`config.mk`:
```
export PLATFORM = sky130hd
export DESIGN_NAME = first_fit_partition_allocator_unit
export DESIGN_NICKNAME = d
export VERILOG_FILES = /design/src/hdl/ffpa_pkg.sv /design/src/hdl/ffpa_mem.sv /design/src/hdl/ffpa_ctrl.sv /design/src/hdl/first_fit_partition_allocator_unit.sv
export SDC_FILE = /design/constraint.sdc
export NUM_CORES = 1
export LEC_CHECK = 0
export ABC_CLOCK_PERIOD_IN_PS = 6200
export BUFFER_PORTS_ARGS = -buffer_cell sky130_fd_sc_hd__buf_4
export CORE_MARGIN = 2
export CORE_UTILIZATION = 59
export CTS_BUF_LIST = sky130_fd_sc_hd__clkbuf_4 sky130_fd_sc_hd__clkbuf_8
export DETAILED_ROUTE_END_ITERATION = 8
export PLACE_DENSITY_LB_ADDON = 0.1
export SETUP_SLACK_MARGIN = 0.05
export SYNTH_ARGS = -nofsm -noshare
export SYNTH_HDL_FRONTEND = slang
export SYNTH_SLANG_ARGS = --single-unit
```
`constraint.sdc`:
```
create_clock -name i_clk -period 6.2 [get_ports i_clk]
set_clock_uncertainty 0.1 [all_clocks]
set_input_delay 0.62 -clock i_clk [delete_from_list [all_inputs] [get_ports i_clk]]
set_output_delay 0.62 -clock i_clk [all_outputs]
set_load 0.01 [all_outputs]
```
`src/hdl/ffpa_pkg.sv`:
```
`timescale 1ns / 1ps
// ----------------------------------------------------------------------------
// ffpa_pkg
// shared types, codes and defaults of the first-fit partition allocator
// ----------------------------------------------------------------------------
package ffpa_pkg;

    localparam int unsigned MAX_PARTITIONS_DEF = 16;
    localparam logic [15:0] MEM_LENGTH_RST     = 16'd4096;

    localparam logic       ACT_ALLOC   = 1'b0;
    localparam logic       ACT_RELEASE = 1'b1;

    localparam logic [1:0] ST_OK      = 2'd0;
    localparam logic [1:0] ST_NOSPACE = 2'd1;
    localparam logic [1:0] ST_FULL    = 2'd2;
    localparam logic [1:0] ST_NOOWNER = 2'd3;

    typedef struct packed {
        logic [15:0] start;
        logic [15:0] size;
        logic [7:0]  owner;
    } t_entry;

    typedef enum logic [3:0] {
        S_IDLE,
        S_CHECK,
        S_A_RD,
        S_A_EV,
        S_TAIL,
        S_C_RD,
        S_C_EV,
        S_APPEND,
        S_INS,
        S_I_EV,
        S_R_RD,
        S_R_EV,
        S_D_CHK,
        S_D_EV,
        S_DONE
    } t_state;

endpackage

```
`src/hdl/ffpa_mem.sv`:
```
`timescale 1ns / 1ps
// ----------------------------------------------------------------------------
// ffpa_mem
// partition table: one write port, one read port with registered data
// ----------------------------------------------------------------------------
module ffpa_mem #(
    parameter int unsigned DEPTH = ffpa_pkg::MAX_PARTITIONS_DEF,
    parameter int unsigned AW    = $clog2(DEPTH)
) (
    input  logic             i_clk,
    input  logic             i_we,
    input  logic [AW-1:0]    i_waddr,
    input  ffpa_pkg::t_entry i_wdata,
    input  logic [AW-1:0]    i_raddr,
    output ffpa_pkg::t_entry o_rdata
);

    ffpa_pkg::t_entry r_mem [DEPTH];
    ffpa_pkg::t_entry r_rdata;

    always_ff @(posedge i_clk) begin
        if (i_we) begin
            r_mem[i_waddr] <= i_wdata;
        end
    end

    always_ff @(posedge i_clk) begin
        r_rdata <= r_mem[i_raddr];
    end

    assign o_rdata = r_rdata;

endmodule

```
`src/hdl/ffpa_ctrl.sv`:
```
`timescale 1ns / 1ps
// ----------------------------------------------------------------------------
// ffpa_ctrl
// sequencer: scans, shifts and compacts the partition table one entry a step
// ----------------------------------------------------------------------------
module ffpa_ctrl #(
    parameter int unsigned MAX_PARTITIONS = ffpa_pkg::MAX_PARTITIONS_DEF,
    parameter int unsigned AW = $clog2(MAX_PARTITIONS),
    parameter int unsigned CW = $clog2(MAX_PARTITIONS + 1)
) (
    input  logic             i_clk,
    input  logic             i_rst_n,
    input  logic             i_clear,
    input  logic [15:0]      i_mem_length,
    input  logic             i_start,
    input  logic             i_action,
    input  logic [7:0]       i_process_id,
    input  logic [15:0]      i_block_size,
    output logic             o_busy,
    output logic             o_result_valid,
    output logic [1:0]       o_status,
    output logic [15:0]      o_start_address,
    output logic [15:0]      o_free_units,
    output logic             o_mem_we,
    output logic [AW-1:0]    o_mem_waddr,
    output ffpa_pkg::t_entry o_mem_wdata,
    output logic [AW-1:0]    o_mem_raddr,
    input  ffpa_pkg::t_entry i_mem_rdata
);

    localparam logic [CW-1:0] CNT_MAX = CW'(MAX_PARTITIONS);

    ffpa_pkg::t_state r_state, n_state;
    logic [AW-1:0] r_idx, n_idx;
    logic [AW-1:0] r_pos, n_pos;
    logic [CW-1:0] r_count, n_count;
    logic [15:0]   r_free, n_free;
    logic [16:0]   r_prev_end, n_prev_end;
    logic          r_action, n_action;
    logic [7:0]    r_owner, n_owner;
    logic [15:0]   r_size, n_size;
    logic [1:0]    r_status, n_status;
    logic [15:0]   r_addr, n_addr;

    logic [16:0]   ent_start;
    logic [16:0]   ent_end;
    logic [16:0]   mem_len_x;
    logic [16:0]   size_x;
    logic          gap_fits;
    logic          tail_short;
    logic          idx_last;
    logic          idx_next_end;

    assign ent_start    = {1'b0, i_mem_rdata.start};
    assign ent_end      = ent_start + {1'b0, i_mem_rdata.size};
    assign mem_len_x    = {1'b0, i_mem_length};
    assign size_x       = {1'b0, r_size};
    assign gap_fits     = (ent_start >= r_prev_end) && ((ent_start - r_prev_end) >= size_x);
    assign tail_short   = (r_prev_end > mem_len_x) || ((mem_len_x - r_prev_end) < size_x);
    assign idx_last     = (CW'(r_idx) + CW'(1)) == r_count;
    assign idx_next_end = (CW'(r_idx) + CW'(1)) >= r_count;

    // next state
    always_comb begin
        n_state = r_state;
        case (r_state)
            ffpa_pkg::S_IDLE: begin
                if (i_start) begin
                    n_state = ffpa_pkg::S_CHECK;
                end
            end
            ffpa_pkg::S_CHECK: begin
                if (r_action == ffpa_pkg::ACT_ALLOC) begin
                    if ({1'b0, r_size} > {1'b0, r_free} || r_count == CNT_MAX) begin
                        n_state = ffpa_pkg::S_DONE;
                    end else if (r_count == '0) begin
                        n_state = ffpa_pkg::S_TAIL;
                    end else begin
                        n_state = ffpa_pkg::S_A_RD;
                    end
                end else if (r_count == '0) begin
                    n_state = ffpa_pkg::S_DONE;
                end else begin
                    n_state = ffpa_pkg::S_R_RD;
                end
            end
            ffpa_pkg::S_A_RD:   n_state = ffpa_pkg::S_A_EV;
            ffpa_pkg::S_A_EV: begin
                if (gap_fits) begin
                    n_state = ffpa_pkg::S_INS;
                end else if (idx_last) begin
                    n_state = ffpa_pkg::S_TAIL;
                end else begin
                    n_state = ffpa_pkg::S_A_RD;
                end
            end
            ffpa_pkg::S_TAIL: begin
                if (tail_short && r_count != '0) begin
                    n_state = ffpa_pkg::S_C_RD;
                end else begin
                    n_state = ffpa_pkg::S_APPEND;
                end
            end
            ffpa_pkg::S_C_RD:   n_state = ffpa_pkg::S_C_EV;
            ffpa_pkg::S_C_EV:   n_state = idx_last ? ffpa_pkg::S_APPEND : ffpa_pkg::S_C_RD;
            ffpa_pkg::S_APPEND: n_state = ffpa_pkg::S_INS;
            ffpa_pkg::S_INS:    n_state = (r_idx == r_pos) ? ffpa_pkg::S_DONE : ffpa_pkg::S_I_EV;
            ffpa_pkg::S_I_EV:   n_state = ffpa_pkg::S_INS;
            ffpa_pkg::S_R_RD:   n_state = ffpa_pkg::S_R_EV;
            ffpa_pkg::S_R_EV: begin
                if (i_mem_rdata.owner == r_owner) begin
                    n_state = ffpa_pkg::S_D_CHK;
                end else if (idx_last) begin
                    n_state = ffpa_pkg::S_DONE;
                end else begin
                    n_state = ffpa_pkg::S_R_RD;
                end
            end
            ffpa_pkg::S_D_CHK:  n_state = idx_next_end ? ffpa_pkg::S_DONE : ffpa_pkg::S_D_EV;
            ffpa_pkg::S_D_EV:   n_state = ffpa_pkg::S_D_CHK;
            ffpa_pkg::S_DONE:   n_state = ffpa_pkg::S_IDLE;
            default:            n_state = ffpa_pkg::S_IDLE;
        endcase
    end

    // datapath and table access
    always_comb begin
        n_idx       = r_idx;
        n_pos       = r_pos;
        n_count     = r_count;
        n_free      = r_free;
        n_prev_end  = r_prev_end;
        n_action    = r_action;
        n_owner     = r_owner;
        n_size      = r_size;
        n_status    = r_status;
        n_addr      = r_addr;
        o_mem_we    = 1'b0;
        o_mem_waddr = r_idx;
        o_mem_wdata = i_mem_rdata;
        o_mem_raddr = r_idx;
        case (r_state)
            ffpa_pkg::S_IDLE: begin
                if (i_start) begin
                    n_action = i_action;
                    n_owner  = i_process_id;
                    n_size   = i_block_size;
                end
            end
            ffpa_pkg::S_CHECK: begin
                n_idx      = '0;
                n_prev_end = '0;
                n_addr     = '0;
                n_status   = ffpa_pkg::ST_OK;
                if (r_action == ffpa_pkg::ACT_ALLOC) begin
                    if ({1'b0, r_size} > {1'b0, r_free}) begin
                        n_status = ffpa_pkg::ST_NOSPACE;
                    end else if (r_count == CNT_MAX) begin
                        n_status = ffpa_pkg::ST_FULL;
                    end
                end else if (r_count == '0) begin
                    n_status = ffpa_pkg::ST_NOOWNER;
                end
            end
            ffpa_pkg::S_A_EV: begin
                if (gap_fits) begin
                    n_pos  = r_idx;
                    n_addr = r_prev_end[15:0];
                    n_idx  = r_count[AW-1:0];
                end else begin
                    n_prev_end = ent_end;
                    n_idx      = r_idx + AW'(1);
                end
            end
            ffpa_pkg::S_TAIL: begin
                n_idx      = '0;
                if (tail_short) begin
                    n_prev_end = '0;
                end
            end
            ffpa_pkg::S_C_EV: begin
                // slide this entry down to the running end
                o_mem_we          = 1'b1;
                o_mem_wdata.start = r_prev_end[15:0];
                n_prev_end        = r_prev_end + {1'b0, i_mem_rdata.size};
                n_idx             = r_idx + AW'(1);
            end
            ffpa_pkg::S_APPEND: begin
                n_addr = r_prev_end[15:0];
                n_pos  = r_count[AW-1:0];
                n_idx  = r_count[AW-1:0];
            end
            ffpa_pkg::S_INS: begin
                if (r_idx == r_pos) begin
                    o_mem_we    = 1'b1;
                    o_mem_wdata = '{start: r_addr, size: r_size, owner: r_owner};
                    n_count     = r_count + CW'(1);
                    n_free      = r_free - r_size;
                end else begin
                    o_mem_raddr = r_idx - AW'(1);
                end
            end
            ffpa_pkg::S_I_EV: begin
                o_mem_we = 1'b1;
                n_idx    = r_idx - AW'(1);
            end
            ffpa_pkg::S_R_EV: begin
                if (i_mem_rdata.owner == r_owner) begin
                    n_free = r_free + i_mem_rdata.size;
                end else if (idx_last) begin
                    n_status = ffpa_pkg::ST_NOOWNER;
                end else begin
                    n_idx = r_idx + AW'(1);
                end
            end
            ffpa_pkg::S_D_CHK: begin
                o_mem_raddr = r_idx + AW'(1);
                if (idx_next_end) begin
                    n_count = r_count - CW'(1);
                end
            end
            ffpa_pkg::S_D_EV: begin
                o_mem_we = 1'b1;
                n_idx    = r_idx + AW'(1);
            end
            default: begin
            end
        endcase
    end

    always_ff @(posedge i_clk) begin
        if (!i_rst_n) begin
            r_state <= ffpa_pkg::S_IDLE;
            r_count <= '0;
            r_free  <= ffpa_pkg::MEM_LENGTH_RST;
        end else if (i_clear) begin
            r_state <= ffpa_pkg::S_IDLE;
            r_count <= '0;
            r_free  <= i_mem_length;
        end else begin
            r_state <= n_state;
            r_count <= n_count;
            r_free  <= n_free;
        end
    end

    always_ff @(posedge i_clk) begin
        r_idx      <= n_idx;
        r_pos      <= n_pos;
        r_prev_end <= n_prev_end;
        r_action   <= n_action;
        r_owner    <= n_owner;
        r_size     <= n_size;
        r_status   <= n_status;
        r_addr     <= n_addr;
    end

    assign o_busy          = (r_state != ffpa_pkg::S_IDLE);
    assign o_result_valid  = (r_state == ffpa_pkg::S_DONE);
    assign o_status        = r_status;
    assign o_start_address = (r_status == ffpa_pkg::ST_OK) ? r_addr : 16'd0;
    assign o_free_units    = r_free;

endmodule

```
`src/hdl/first_fit_partition_allocator_unit.sv`:
```
`timescale 1ns / 1ps
// ----------------------------------------------------------------------------
// first_fit_partition_allocator_unit
// first-fit contiguous partition allocator with compaction
// ----------------------------------------------------------------------------
// A request is taken when start is high and busy is low; exactly one result
// follows on o_result_valid for a single cycle, and the receiver cannot stall
// it, so it must capture the result then. The partition table sits in a
// single-port-read memory with registered read data, and every step reads
// or writes one entry: an allocate scans entries for a hole, then either
// shifts entries up to open the slot or, when no hole fits and the tail is
// short, compacts the entries; a release scans for the owner and closes up
// the entries behind it. Writing mem_length (only while idle and no item is
// offered) empties the table and sets the free total.
// ----------------------------------------------------------------------------
module first_fit_partition_allocator_unit #(
    parameter int unsigned MAX_PARTITIONS = ffpa_pkg::MAX_PARTITIONS_DEF
) (
    input  logic        i_clk,
    input  logic        i_rst_n,
    input  logic        start,
    output logic        busy,
    input  logic        i_action,
    input  logic [7:0]  i_process_id,
    input  logic [15:0] i_block_size,
    output logic        o_result_valid,
    output logic [1:0]  o_status,
    output logic [15:0] o_start_address,
    output logic [15:0] o_free_units,
    input  logic        i_cfg_valid,
    output logic        o_cfg_ready,
    input  logic [15:0] i_cfg_data
);

    localparam int unsigned AW = $clog2(MAX_PARTITIONS);

    logic [15:0]      r_mem_length;
    logic             cfg_we;
    logic             mem_we;
    logic [AW-1:0]    mem_waddr;
    logic [AW-1:0]    mem_raddr;
    ffpa_pkg::t_entry mem_wdata;
    ffpa_pkg::t_entry mem_rdata;

    // an offered item goes first, so a write never drops it
    assign o_cfg_ready = !busy && !start;
    assign cfg_we      = i_cfg_valid && o_cfg_ready;

    always_ff @(posedge i_clk) begin
        if (!i_rst_n) begin
            r_mem_length <= ffpa_pkg::MEM_LENGTH_RST;
        end else if (cfg_we) begin
            r_mem_length <= i_cfg_data;
        end
    end

    ffpa_ctrl #(
        .MAX_PARTITIONS (MAX_PARTITIONS)
    ) u_ctrl (
        .i_clk           (i_clk),
        .i_rst_n         (i_rst_n),
        .i_clear         (cfg_we),
        .i_mem_length    (cfg_we ? i_cfg_data : r_mem_length),
        .i_start         (start),
        .i_action        (i_action),
        .i_process_id    (i_process_id),
        .i_block_size    (i_block_size),
        .o_busy          (busy),
        .o_result_valid  (o_result_valid),
        .o_status        (o_status),
        .o_start_address (o_start_address),
        .o_free_units    (o_free_units),
        .o_mem_we        (mem_we),
        .o_mem_waddr     (mem_waddr),
        .o_mem_wdata     (mem_wdata),
        .o_mem_raddr     (mem_raddr),
        .i_mem_rdata     (mem_rdata)
    );

    ffpa_mem #(
        .DEPTH (MAX_PARTITIONS)
    ) u_mem (
        .i_clk   (i_clk),
        .i_we    (mem_we),
        .i_waddr (mem_waddr),
        .i_wdata (mem_wdata),
        .i_raddr (mem_raddr),
        .o_rdata (mem_rdata)
    );

    a_result_while_busy: assert property (@(posedge i_clk) disable iff (!i_rst_n)
        o_result_valid |-> busy)
        else $error("result strobe outside a request");

    a_single_strobe: assert property (@(posedge i_clk) disable iff (!i_rst_n)
        o_result_valid |=> !o_result_valid)
        else $error("result strobe longer than one cycle");

    a_accept_busy: assert property (@(posedge i_clk) disable iff (!i_rst_n)
        (start && !busy && !i_cfg_valid) |=> busy)
        else $error("accepted item did not start");

    a_fail_addr_zero: assert property (@(posedge i_clk) disable iff (!i_rst_n)
        (o_result_valid && o_status != ffpa_pkg::ST_OK) |-> (o_start_address == 16'd0))
        else $error("failed request reports an address");

endmodule

```
### Yosys cells after proc, flatten, opt, wreduce, memory -nomap -nowiden

Memory sizes are Yosys's and may differ from the RTL's. A register that Yosys moved wholly into a read port is not among the register bits.
Index checks and enable logic that the tools add are counted.

| operators by class | value |
|---|---|
| reductions and logical operators | 33 |
| equal/unequal tests | 29 |
| muxes and demuxes | 50 |
| $lt $le $gt $ge | 6 |
| bitwise gates (word level) | 1 |
| add/subtract/negate cells | 11 |

Operators with widths:

| kind | number |
|---|---|
| two-way mux 16 bit | 6 |
| one-hot mux 17 bit (4 select lines) | 1 |
| one-hot mux 16 bit (2 select lines) | 2 |
| one-hot mux 4 bit (13 select lines) | 1 |
| one-hot mux 16 bit (3 select lines) | 1 |
| two-way mux 4 bit | 10 |
| two-way mux 40 bit | 1 |
| two-way mux 17 bit | 2 |
| subtractor 16 x 17 -> 17 bit | 2 |
| equality test 4 bit, second input constant | 7 |
| two-way mux 24 bit | 1 |
| one-hot mux 4 bit (6 select lines) | 1 |
| two-way mux 2 bit | 9 |
| adder 16 x 16 -> 17 bit | 1 |
| adder 17 x 16 -> 17 bit | 1 |
| greater-or-equal comparator 16 x 17 -> 1 bit | 1 |
| greater-or-equal comparator 17 x 16 -> 1 bit | 1 |
| greater-than comparator 17 x 16 -> 1 bit | 1 |
| less-than comparator 17 x 16 -> 1 bit | 1 |
| adder 16 bit | 1 |
| equality test 4 x 3 -> 1 bit, second input constant | 4 |
| greater-than comparator 16 bit | 1 |
| one-hot mux 4 bit (2 select lines) | 2 |
| subtractor 16 bit | 1 |
| other kinds (37) | 71 |

| word-level totals | value |
|---|---|
| register bits | 109 |
| memories kept | 1 |
| RAM bits | 640 |
| input bits | 45 |

Memory list:

| memory | depth | bits a word | read ports | clocked after Yosys merged registers in | wr ports | RTL line | text |
|---|---|---|---|---|---|---|---|
| u_mem.r_mem | 16 | 40 | 1 | 1 | 1 | ffpa_mem.sv:18 | `ffpa_pkg::t_entry r_mem [DEPTH];` |

### Logic depth before layout (Yosys ltp)

| depth | value |
|---|---|
| word-level depth | 11 |
| mapped depth | 27 |

### Cells and area by module

A second synthesis with hierarchy kept.

| second synthesis, totals | value |
|---|---|
| cell total of the unflattened synthesis | 2330 |
| area total of the unflattened synthesis | 35622.9 um^2 |

By module, submodules not included:

| module | instances | cells each | seq. area each (um^2) | area each (um^2) |
|---|---|---|---|---|
| ffpa_mem | 1 | 1040 | 20019.2 | 25131.6 |
| ffpa_ctrl | 1 | 1202 | 2542.4 | 9648.0 |
| first_fit_partition_allocator_unit | 1 | 88 | 320.3 | 843.3 |

### Worst setup path before layout

No wires, ideal clock.

| timing path | value |
|---|---|
| path kind | register -> register |
| from | register u_ctrl.r_state[1] |
| to | register u_ctrl.r_prev_end[0], enable pin |
| clock period less this slack | 5.962 ns |
| buffers on the path | 3 |
| setup slack | 0.238 ns |
| cell stages (with the launch flop) | 25 |
| arrival time | 5.444 ns |
| path through | dfxtp_1 clkbuf_1 nor2_4 nand2_1 nor2_1 and2_1 clkbuf_1 clkbuf_1 nand2_1 nand2_1 ha_1 nor2b_1 o2111ai_1 nand3_1 a31o_2 xor2_1 ha_1 a21oi_1 a2bb2oi_1 o311ai_0 a21oi_1 o21ai_0 a21oi_1 a2111oi_0 a211oi_1 |

| between the ends | value |
|---|---|
| longest elaborated chain between the ends | 10 |

Ends and longest elaborated chain:

| item | RTL line | text |
|---|---|---|
| start: declaration | ffpa_ctrl.sv:33 | `ffpa_pkg::t_state r_state, n_state;` |
| start signal: assignment | ffpa_ctrl.sv:233 | `r_state <= ffpa_pkg::S_IDLE;` |
| start signal: assignment | ffpa_ctrl.sv:237 | `r_state <= ffpa_pkg::S_IDLE;` |
| start signal: assignment | ffpa_ctrl.sv:241 | `r_state <= n_state;` |
| nonzero test 4 bit (*) | ffpa_ctrl.sv:258 | `assign o_busy = (r_state != ffpa_pkg::S_IDLE);` |
| net busy | first_fit_partition_allocator_unit.sv:22 | `output logic busy,` |
| zero test 1 bit (*) | first_fit_partition_allocator_unit.sv:46 | `assign o_cfg_ready = !busy && !start;` |
| logical AND 1 bit (*) | first_fit_partition_allocator_unit.sv:46 |  |
| net o_cfg_ready | first_fit_partition_allocator_unit.sv:31 | `output logic o_cfg_ready,` |
| logical AND 1 bit (*) | first_fit_partition_allocator_unit.sv:47 | `assign cfg_we = i_cfg_valid && o_cfg_ready;` |
| two-way mux 16 bit (*) | n/a |  |
| net u_ctrl.i_mem_length[1] | ffpa_ctrl.sv:14 | `input logic [15:0] i_mem_length,` |
| subtractor 16 x 17 -> 17 bit | ffpa_ctrl.sv:59 | `assign tail_short = (r_prev_end > mem_len_x) \|\| ((mem_len_x - r_prev_end) < size_x);` |
| less-than comparator 17 x 16 -> 1 bit | ffpa_ctrl.sv:59 |  |
| logical OR 1 bit (*) | ffpa_ctrl.sv:59 |  |
| inequality test 2 x 1 -> 1 bit (no source line) (*) | n/a |  |
| AND reduction 3 bit (no source line) (*) | n/a |  |
| end signal: assignment | ffpa_ctrl.sv:250 | `r_prev_end <= n_prev_end;` |
| end: declaration | ffpa_ctrl.sv:38 | `logic [16:0] r_prev_end, n_prev_end;` |

The timed path passes the listed nets; every way through them passes the cells marked *.
A chain may end at the register's enable or synchronous reset.

### Worst setup path in the final report

| timing path | value |
|---|---|
| from | register u_ctrl.r_state[2] |
| to | register u_ctrl.r_prev_end[4], enable pin |

| between the ends | value |
|---|---|
| longest elaborated chain between the ends | 10 |

Ends and longest elaborated chain:

| item | RTL line |
|---|---|
| nonzero test 4 bit | ffpa_ctrl.sv:258 |
| zero test 1 bit | first_fit_partition_allocator_unit.sv:46 |
| logical AND 1 bit | first_fit_partition_allocator_unit.sv:46 |
| logical AND 1 bit | first_fit_partition_allocator_unit.sv:47 |
| two-way mux 16 bit | n/a |
| subtractor 16 x 17 -> 17 bit | ffpa_ctrl.sv:59 |
| less-than comparator 17 x 16 -> 1 bit | ffpa_ctrl.sv:59 |
| logical OR 1 bit | ffpa_ctrl.sv:59 |
| inequality test 2 x 1 -> 1 bit (no source line) | n/a |
| AND reduction 3 bit (no source line) (*) | n/a |

Mark *: on every way between the ends. The rest lies on a longest branch, timed or not.

==> results.md <==
* Pre-antenna DRT Iters at 5
* Element type at the critical path start: register
* TNS Setup at 0 ps
* Final hold slack at 67.5 ps
* GRT Overall Usage at 0.301
* Combinational family with the most area after synthesis: multiplexers
* Ys flop type: edfxtp_1
* Wire per inst at 27.3 um
* Mapped Area at 35,200 um2
* Final WL at 90,700 um
* Slew Limit Headroom at 0.0912
* Dpl hpwl at 56,400 um
* Critical path fanouts, max at 17
* I/O Pins at 82
* Commonest non-fill, non-tap cell in the layout: edfxtp_1
* First-pass GRT wire length at 133,000 um
* DR iter-0 viols at 1,858
* Vias/cell at 6.37
* Mean area per synthesized cell at 15.7 um2
* Slew Limit Fails at 0
* Worst Tran Pin Value at 1360 ps
* Post-synthesis compound-gate area fraction at 0.0644
* Distinct cells, synth at 73
* Grt total ovfl at 0
* Post-synthesis sequential element count at 789
* Gpl congestion at roughly 0.92
* Row Count at 89
* VDD IR max at 0.368 mV
* Cts bufs inserted at 119
* Outcome: completed
* CP Capture Type: register
* Hold Violations, Final at 0
* Adder-cell share of the synthesized area at 0.0472
* RSZ-0062 raised after global routing: false
* Root Driver: clkbuf_8
* Nets at 2,622
* H-Tree Depth at 3
* Die height at 248 um
* DRC at 0
* Worst Hold Class: primary input to register
* Area contributors post-synth: edfxtp_1 (60%), mux4_2 (13%), dfxtp_1 (4.6%)
* Reg clk slew, reported paths at 70 ps
* Largest net degree at the start of global routing at between 40 and 50
* Final setup fails at 0
* Area grow syn2layout at 13.4%
* Core footprint at 59,000 um2
* Clk Latency, worst-skew pair at 720 ps
* Share of the synthesized area in the top cell type at 0.605
* Vias in the first global route at roughly 21k
* Worst path required time at roughly 6500 ps
* Multiplexer area fraction after synthesis at 0.130
* Seq/Total Area, Yosys at 0.651
* Final Cycle Share at 0.900
* Most frequent cells in the layout: edfxtp_1 (708), nand2_1 (204), mux4_2 (200)
* Fmax at roughly 180 MHz
* Vias at 21.2k
* Sink Count at 789
* Initial Utilization at 0.596
* Min Clock Period, post-route at between 5000 and 6000 ps
* Leak at 0.0141 uW
* Port Buffers at 81
* Number of synthesized flops with an enable pin at 708
* Simple-gate share of the synthesized area at 0.0707
* Ratio of cells with drive above 1 in the final layout at 0.234
* Synth area leader: edfxtp_1
* Die Span X at 248 um
* Final Core Density at 0.675
* CTS max path bufs at 3
* Cell Pwr Density at around 540 nW/um2
* Syn nets at 2,407
* Synth Area in XOR/XNOR at 0.0196
* Mapped Cells at 2,233
* Post-route ant nets at 0
* Fraction of registers with async set/reset at 0
* Critical path data arrival time at 5920 ps
* Crit path kind: register to register
* Initial antenna violation count at 3
* CTS tree: yes
* Yosys Warn Count at 0
* Die Area at ~60,000 um2
* MaxCap Viol Count at 0
==> registers in the layout, summed over array words and instances (netlist names) <==
name,cells
u_mem.r_mem,640
u_mem.o_rdata,40
u_ctrl.r_prev_end,17
r_mem_length,16
u_ctrl.o_free_units,16
u_ctrl.r_addr,16
u_ctrl.r_size,16
u_ctrl.r_owner,8
u_ctrl.r_count,5
u_ctrl.o_mem_waddr,4
u_ctrl.r_pos,4
u_ctrl.r_state,4
u_ctrl.o_status,2
u_ctrl.r_action,1
==> what timing repair did <==
action,4_1_cts,5_1_grt
setup buffers,0,0
resized for setup,0,2
hold endpoints to repair,25,0
hold buffers,25,0
setup endpoints to repair,0,17
==> area by class of cell <==
type / instances / area (um2)
diodes: 2 / 5.00
clock buffers: 179 / 2110
clock inverters: 42 / 270
fillers: 4012 / 19200
inverters: 62 / 233
multi-input cells: 1295 / 11800
flip-flops and latches: 789 / 22900
well taps: 773 / 967
repair buffers: 181 / 1570
==> worst max-delay path, stage by stage, from the launching register on <==
cell and delay, ps:
dfxtp_1 320, nor2_1 200, nand2_1 120, nor2_1 190
nand2_1 100, a21boi_0 480, ha_1 270, inv_1 60
fa_1 440, a211oi_1 350, o21ai_1 160, a41oi_1 460
xnor2_1 130, ha_1 310, nand4_1 120, o311ai_0 340
a21oi_1 100, o21ai_0 230, a21oi_1 120, a2111oi_2 420
a211oi_2 60, buf_4 230
==> synthesized netlist by cell type (all sizes together) (4+ instances only) <==
master,n
or3,13
o21a,16
a21oi,97
fa,6
o31a,6
nor4,5
nor2,132
nor2b,14
inv,61
xnor2,50
and3,15
nand4,8
mux4,200
or2,7
nor3,34
o21ai,66
ha,123
o21bai,7
a21o,30
and2,26
a221oi,9
nand3,28
buf,33
dfxtp,81
o41a,4
edfxtp,708
nand2,206
a31oi,27
a211oi,17
nand2b,17
nor3b,19
o31ai,7
xor2,28
clkbuf,54
mux2i,5
o211ai,13
o22ai,8
==> through the flow <==
stage                     instances  area [um2]  worst slack (ps)  total power, uW
after CTS                      3320       39800               408            21700
after global routing           3322       39900               103            22900
after global placement         3074       37200               415            17200
after floorplan                2233       35200               238            14600
final                          3323       39900               619            21600
after detailed placement       3074       37200               310            17400
==> final timing paths <==
path | startpoint | to | slack, ps | depth (start not counted)
worst max-delay path | u_ctrl.r_state[2]$_SDFFE_PP0P_ | u_ctrl.r_prev_end[4]$_SDFFCE_PN0P_ | 620 | 21
worst min-delay path | i_cfg_data[8] | u_ctrl.o_free_units[8]$_SDFFE_PN0P_ | 70 | 3
worst max register to register | u_ctrl.r_state[2]$_SDFFE_PP0P_ | u_ctrl.r_prev_end[4]$_SDFFCE_PN0P_ | 620 | 21
worst min register to register | r_mem_length[1]$_SDFF_PN0_ | r_mem_length[1]$_SDFF_PN0_ | 370 | 2
==> power by group <==
part	switching (uW)	total, uW	internal (uW)
clock network	1980	4240	2260
registers	504	7550	7050
logic	5330	9840	4510
==> metal layers <==
| layer | share of wire | global-route usage |
|---|---|---|
| met5 | 0 | 0 |
| met4 | 0.027 | 0.102 |
| met3 | 0.077 | 0.0428 |
| met2 | 0.50 | 0.497 |
| met1 | 0.40 | 0.417 |
==> logic make-up (layout without fill, tap and decap cells) <==
family | after synthesis | count (layout)
adder cells (fa/ha/maj) | 129 | 129
AO/OA/AOI/OAI | 349 | 349
XOR/XNOR | 78 | 78
multiplexers | 205 | 205
other | 0 | 2
AND/OR/NAND/NOR | 534 | 534
flip-flops | 789 | 789
buffers and inverters | 149 | 464
No activity file was read; power rests on OpenSTA's default activity.
